## config.mk

```make
export PLATFORM = sky130hd
export DESIGN_NAME = csmr_queue
export DESIGN_NICKNAME = d
export VERILOG_FILES = /design/src/rtl/core/assert_macros.svh /design/src/rtl/core/csmr_pkg.sv /design/src/rtl/core/csmr_queue.sv
export SDC_FILE = /design/constraint.sdc
export NUM_CORES = 1
export LEC_CHECK = 0
export ABC_AREA = 1
export BUFFER_PORTS_ARGS = -buffer_cell sky130_fd_sc_hd__clkbuf_2
export CORE_ASPECT_RATIO = 0.9
export CORE_MARGIN = 3
export CORE_UTILIZATION = 35
export CTS_CLUSTER_DIAMETER = 80
export CTS_CLUSTER_SIZE = 20
export DETAILED_ROUTE_END_ITERATION = 6
export GPL_TIMING_DRIVEN = 0
export RECOVER_POWER = 25
export SLEW_MARGIN = 0
export SYNTH_ARGS = -nofsm -noshare
export SYNTH_HDL_FRONTEND = slang
export SYNTH_SLANG_ARGS = --single-unit
```

## constraint.sdc

```tcl
create_clock -name clk -period 2.9 [get_ports clk]
set_clock_uncertainty 0.1 [all_clocks]
set_input_delay 0.29 -clock clk [delete_from_list [all_inputs] [get_ports clk]]
set_output_delay 0.29 -clock clk [all_outputs]
set_load 0.01 [all_outputs]
```

## src/rtl/core/assert_macros.svh

```systemverilog
// Assertion macros shared by the sparse matrix-vector core.
// Every macro samples on the rising edge of clk and is disabled while rst_n is low.
`ifndef ASSERT_MACROS_SVH
`define ASSERT_MACROS_SVH

// The expression holds at every clock edge.
`define ASSERT_ALWAYS(lbl, expr) \
  lbl: assert property (@(posedge clk) disable iff (!rst_n) (expr)) \
    else $error("assertion failed");

// The consequent holds in the same cycle as the antecedent.
`define ASSERT_IMPL(lbl, ante, cons) \
  lbl: assert property (@(posedge clk) disable iff (!rst_n) (ante) |-> (cons)) \
    else $error("assertion failed");

// The consequent holds in the cycle after the antecedent.
`define ASSERT_NEXT(lbl, ante, cons) \
  lbl: assert property (@(posedge clk) disable iff (!rst_n) (ante) |=> (cons)) \
    else $error("assertion failed");

`endif

```

## src/rtl/core/csmr_pkg.sv

```systemverilog
// Shared types and constants for the sparse matrix-vector row-reduce core.
// No dependencies; imported by every module of the core except csmr_ram.
`timescale 1ns / 1ps

package csmr_pkg;

  localparam int VECTOR_DEPTH = 1024;
  localparam int VEC_AW       = $clog2(VECTOR_DEPTH);
  localparam int ROW_BITS     = 16;
  localparam int ROW_KEEP     = (ROW_BITS < 16) ? ROW_BITS : 16;
  localparam logic [15:0] ROW_MASK = 16'((33'd1 << ROW_KEEP) - 33'd1);

  // Queue between front and back; depth must be a power of two.
  localparam int Q_DEPTH = 4;
  localparam int Q_AW    = $clog2(Q_DEPTH);

  localparam logic [31:0] ALPHA_RESET = 32'h0001_0000;

  typedef enum logic [1:0] {
    OP_LOAD    = 2'd0,
    OP_NONZERO = 2'd1,
    OP_FLUSH   = 2'd2,
    OP_RSVD    = 2'd3
  } opcode_t;

  typedef struct packed {
    opcode_t            opcode;
    logic [9:0]         col_index;
    logic [15:0]        row_index;
    logic signed [31:0] value;
  } in_item_t;

  typedef struct packed {
    logic [15:0]        out_row;
    logic signed [47:0] out_value;
    logic               saturated;
  } out_item_t;

  typedef struct packed {
    logic               is_flush;
    logic [15:0]        row;
    logic signed [31:0] value;
    logic signed [31:0] vec;
  } q_entry_t;

  typedef struct packed {
    logic full;
    logic nonempty;
  } q_status_t;

endpackage

```

## src/rtl/core/csmr_queue.sv

```systemverilog
// Short flip-flop queue between the front end and the arithmetic back end.
// Uses csmr_pkg.
`timescale 1ns / 1ps

module csmr_queue (
  input  logic                 clk,
  input  logic                 rst_n,
  input  logic                 push,
  input  csmr_pkg::q_entry_t   push_data,
  input  logic                 pop,
  output csmr_pkg::q_entry_t   head,
  output csmr_pkg::q_status_t  stat
);
  import csmr_pkg::*;

  q_entry_t          q_mem_r [Q_DEPTH];
  logic [Q_AW-1:0]   wr_ptr_r;
  logic [Q_AW-1:0]   rd_ptr_r;
  logic [Q_AW:0]     cnt_r;
  logic [Q_AW:0]     cnt_nxt;

  assign stat.full     = cnt_r == (Q_AW + 1)'(Q_DEPTH);
  assign stat.nonempty = cnt_r != '0;
  assign head          = q_mem_r[rd_ptr_r];

  always_comb begin
    cnt_nxt = cnt_r;
    if (push && !pop) begin
      cnt_nxt = cnt_r + 1'b1;
    end else if (pop && !push) begin
      cnt_nxt = cnt_r - 1'b1;
    end
  end

  always_ff @(posedge clk) begin
    if (!rst_n) begin
      wr_ptr_r <= '0;
      rd_ptr_r <= '0;
      cnt_r    <= '0;
    end else begin
      if (push) begin
        wr_ptr_r <= wr_ptr_r + 1'b1;
      end
      if (pop) begin
        rd_ptr_r <= rd_ptr_r + 1'b1;
      end
      cnt_r <= cnt_nxt;
    end
  end

  always_ff @(posedge clk) begin
    if (push) begin
      q_mem_r[wr_ptr_r] <= push_data;
    end
  end

endmodule

```

======== Word-level counts from Yosys, hierarchy flattened ========
Memory sizes are Yosys's and may differ from the RTL's. A register that Yosys moved wholly into a read port is not among the register bits.
Cells that the tools add are included.
storage, ports and cells
  bits of input ports ..................... 85
  memories ................................ 1
  register bits after elaboration ......... 7
  bits in writable memories ............... 324
  word-level logic and storage cells ...... 21
cells by class
  multiplexer cells ....................... 6
  $add $sub $neg .......................... 4
  eq/ne operators ......................... 1
  reduce and logical (&&, ||, !) cells .... 6
memory list
  memory   words  width  read ports  clocked after memory_dff  wr ports  line              source
  q_mem_r  4      81     1           1                         1         csmr_queue.sv:16  q_entry_t q_mem_r [Q_DEPTH];
operators by type and width
  cell                                                                 count
  3-bit two-way mux                                                    2
  2-bit by 1-bit adder with 2-bit output (second input constant)       2
  2-bit two-way mux                                                    2
  3-bit by 1-bit adder with 3-bit output (second input constant)       1
  3-bit equality test (second input constant)                          1
  3-bit nonzero test                                                   1
  3-bit by 1-bit subtractor with 3-bit output (second input constant)  1
  1-bit logical AND                                                    2
  1-bit zero test                                                      2
  1-bit two-way mux                                                    2
  2-bit nonzero test                                                   1

======== Logic depth before layout (Yosys ltp) ========
  word-level depth ........................ 4
  gate-level depth with buffers ........... 10
  depth with buffers taken out ............ 10

======== Worst setup path before layout ========
OpenSTA, ideal clock, no wires.
  kind .................................... reg-to-reg
  from .................................... register wr_ptr_r[0]
  to ...................................... memory q_mem_r[2][0] (netlist bit), enable pin
  cell stages (with the launch flop) ...... 5
  setup time .............................. 0.435 ns
  slack ................................... 0.208 ns
  arrival ................................. 2.157 ns
  required time ........................... 2.365 ns
  path buffers ............................ 0
  cells stage by stage .................... dfxtp_1 > inv_1 > ha_1 > nand2_1 > inv_1
RTL lines
  what                      line              source
  start: declaration        csmr_queue.sv:17  logic [Q_AW-1:0] wr_ptr_r;
  start signal: assignment  csmr_queue.sv:42  wr_ptr_r <= wr_ptr_r + 1'b1;
  end: declaration          csmr_queue.sv:16
Straight into the memory's write port.

==> results.py <==
metrics = {
    "timing": {
        "rsz0062_at_grt": "no",
        "finalWorstSetupSlack_ns": 0.333,
        "slew-limit-headroom_pct": 56.9,
        "hold_viol_final": 0,
        "tightest_slew_ns": 0.647,
        "slew_violations": 0,
        "period_minus_slack_ns": 2.57,
        "fin_crit_sh_pct": 88.5,
        "setup_viol": 0,
        "fmax_mhz": 390,
        "whs_ns": 0.0335,
    },
    "synth": {
        "yosys_warnings": 0,
        "syn_nets": 933,
        "syn-instance-count": 842,
        "ys_ff_latch": 333,
        "synth_area_per_cell_um2": 14.9,
        "yosysSeqAreaShare_pct": 79.1,
        "yosysTopAreaCell": "edfxtp_1",
        "synth_top_family_by_area": "compound AO/OA/AOI/OAI gates",
        "synth_top_cell_area_share_pct": 77.7,
        "synthMuxAreaShare_pct": 0,
        "yosysUniqueCellTypes": 23,
        "synth_xor_xnor_area_share_pct": 0,
        "synth_area_leaders": "edfxtp_1 (78%), o21ai_0 (5.9%), nor2_1 (4.4%)",
        "yosys.area_share.simple_pct": 5.86,
        "synthAdderAreaFrac_pct": 0.659,
        "synth_compound_gate_area_share_pct": 10.9,
        "synth.cell_area_um2": 12500,
    },
    "layout": {
        "final_cell_mix": "edfxtp_1 (324), nor2_1 (148), o21ai_0 (148), clkbuf_2 (126), dlygate4sd3_1 (83)",
        "drive_gt1_share_pct": 18.2,
        "multi_input_area_um2": 2180,
        "final_util_pct": 44.0,
        "fill_cells": 3241,
        "design_area_um2": 15500,
        "num_antenna_cells": 0,
        "final_common_cell": "edfxtp_1",
        "fin_cells": 1598,
        "area_growth_pct": 23.6,
        "register_area_um2": 9910,
        "num-nets-final": 1210,
    },
    "setup_path": {
        "crit_arrival_ns": 2.18,
        "path_delay_family": "buffers and inverters",
        "cpPeakStageDelay_ns": 0.50,
        "crit_chain": "buf_6 -> inv_8 -> clkbuf_1 -> o21ai_0 -> o22ai_1 -> clkbuf_2",
        "worstPathMaxFanout": 10,
        "critPathSlowestCell": "clkbuf_1",
        "cp-start-kind": "flip-flop",
        "crit_buf_inv": 4,
        "crit_type": "flip-flop to output port",
        "critPathRequiredTime_ns": 2.51,
        "end_kind": "output port",
    },
    "die": {
        "die_h_um": 185,
        "rows": 65,
        "core_area_um2": 35200,
        "die_x_um": 205,
        "ios": 168,
        "die_area_um2": 38100,
        "start_util_pct": 35.6,
    },
    "power_and_ir_drop": {
        "p_per_area_nw_per_um2": 629,
        "p_leak_nw": 5.31,
        "irDropWorstVdd_uv": 420,
    },
    "cts": {
        "cts_num_sinks": 333,
        "root_buffer": "clkbuf_16",
        "cts_hold_buf": 83,
        "cts_buffers": 21,
        "cts.repair.resized": 0,
        "tritoncts": "built",
        "clock_path_buffers": 3,
        "clk-insertion-delay-late_ns": 0.52,
        "path_clk_slew_ns": 0.08,
        "post_cts_buffers": 0,
        "cts_max_level": 1,
    },
    "drt": {
        "vias": 7746,
        "firstDrtPassIters": 5,
        "drt_wl_total_um": 30600,
        "drt_iter0_drc": 470,
        "wire_per_inst_um": 19.2,
        "antenna_left": 0,
        "viasPerCell": 4.85,
        "drc": 0,
    },
    "run_status": {
        "status": "complete, no violations",
    },
    "place": {
        "dpl.hpwl_um": 18200,
        "placed_area_um2": 14100,
        "pre_cts_ws_ns": 0.835,
        "placed_cells": 1482,
        "io_buffers": 167,
        "place.gp.congestion": 0.726,
    },
    "grt": {
        "antenna_found_initial": 1,
        "grt_pass1_wl_um": 45900,
        "grt_max_degree": 48,
        "grt.total_usage_pct": 15.7,
        "grt_pass1_vias": 7788,
        "grt_overflow_total": 0,
    },
    "worst_hold_path": {
        "holdCritPathClass": "input pin to flip-flop",
    },
    "job": {
        "maxCapViolCount": 0,
    },
}
## final cells by class
class,count,share of cell area [%]
Tap cell,469,3.79
Multi-Input combinational cell,440,14.1
Clock inverter,5,0.574
Clock buffer,28,3.56
Buffer,52,2.32
Sequential cell,333,64.0
Timing Repair Buffer,254,11.1
Inverter,17,0.558
## registers in the layout, summed over array words and instances, names as in the netlist, named ones only
register and count:
rd_ptr_r 2, cnt_r 3, q_mem_r 324, wr_ptr_r 2
## where the power goes
part / internal (mW) / switching (mW)
registers: 5.49 / 0.0453
clock network: 1.53 / 1.53
logic: 0.416 / 0.726
total: 7.44 / 2.31
## path summary, 6_finish.rpt
| kind | start | to | slack (ns) | depth (start not counted) |
|---|---|---|---|---|
| hold / removal | push | wr_ptr_r[0] | 0.03 | 3 |
| setup / recovery | flip-flop | head[52] | 0.33 | 6 |
| setup reg to reg | wr_ptr_r[0] | q_mem_r[0][7] | 0.92 | 5 |
| hold reg to reg | rd_ptr_r[1] | rd_ptr_r[1] | 0.37 | 1 |
## worst min-delay path, stage by stage
cell and delay (ns):
clkbuf_2 0.13, inv_1 0.12, a21oi_1 0.07
## synthesized netlist by cell type, drive strengths merged
library cell / number
edfxtp: 324
nor2: 168
o21ai: 168
o22ai: 81
clkbuf: 28
buf: 24
inv: 16
nand2: 10
dfxtp: 9
ha: 5
a21oi: 4
clkinv: 1
fa: 1
nand3: 1
nand4: 1
nor3: 1
## layer usage
layer  vias to the layer above  routed length (um)  track usage (%)  share of wire [%]
met3                        44                1470             2.62                4.8
li1                       3716                   -                -                  -
met2                       180               14300             25.9                 47
met1                      3804               14000             21.8                 46
met5                         -                  13                0              0.042
met4                         2                 798             4.02                2.6
## metrics by stage
stage                     TNS (ns)  power (mW)
after floorplan                  0        6.20
after global placement     -379.66        6.71
after detailed placement         0        6.73
after CTS                        0        9.88
after global routing             0        10.1
final                            0        9.74
## kinds of logic after synthesis
kind of cell    after synthesis
fa+ha+maj                     6
buf+inv                      69
simple gates                181
compound gates              253
flops                       333
No activity file was read; power rests on OpenSTA's default activity.
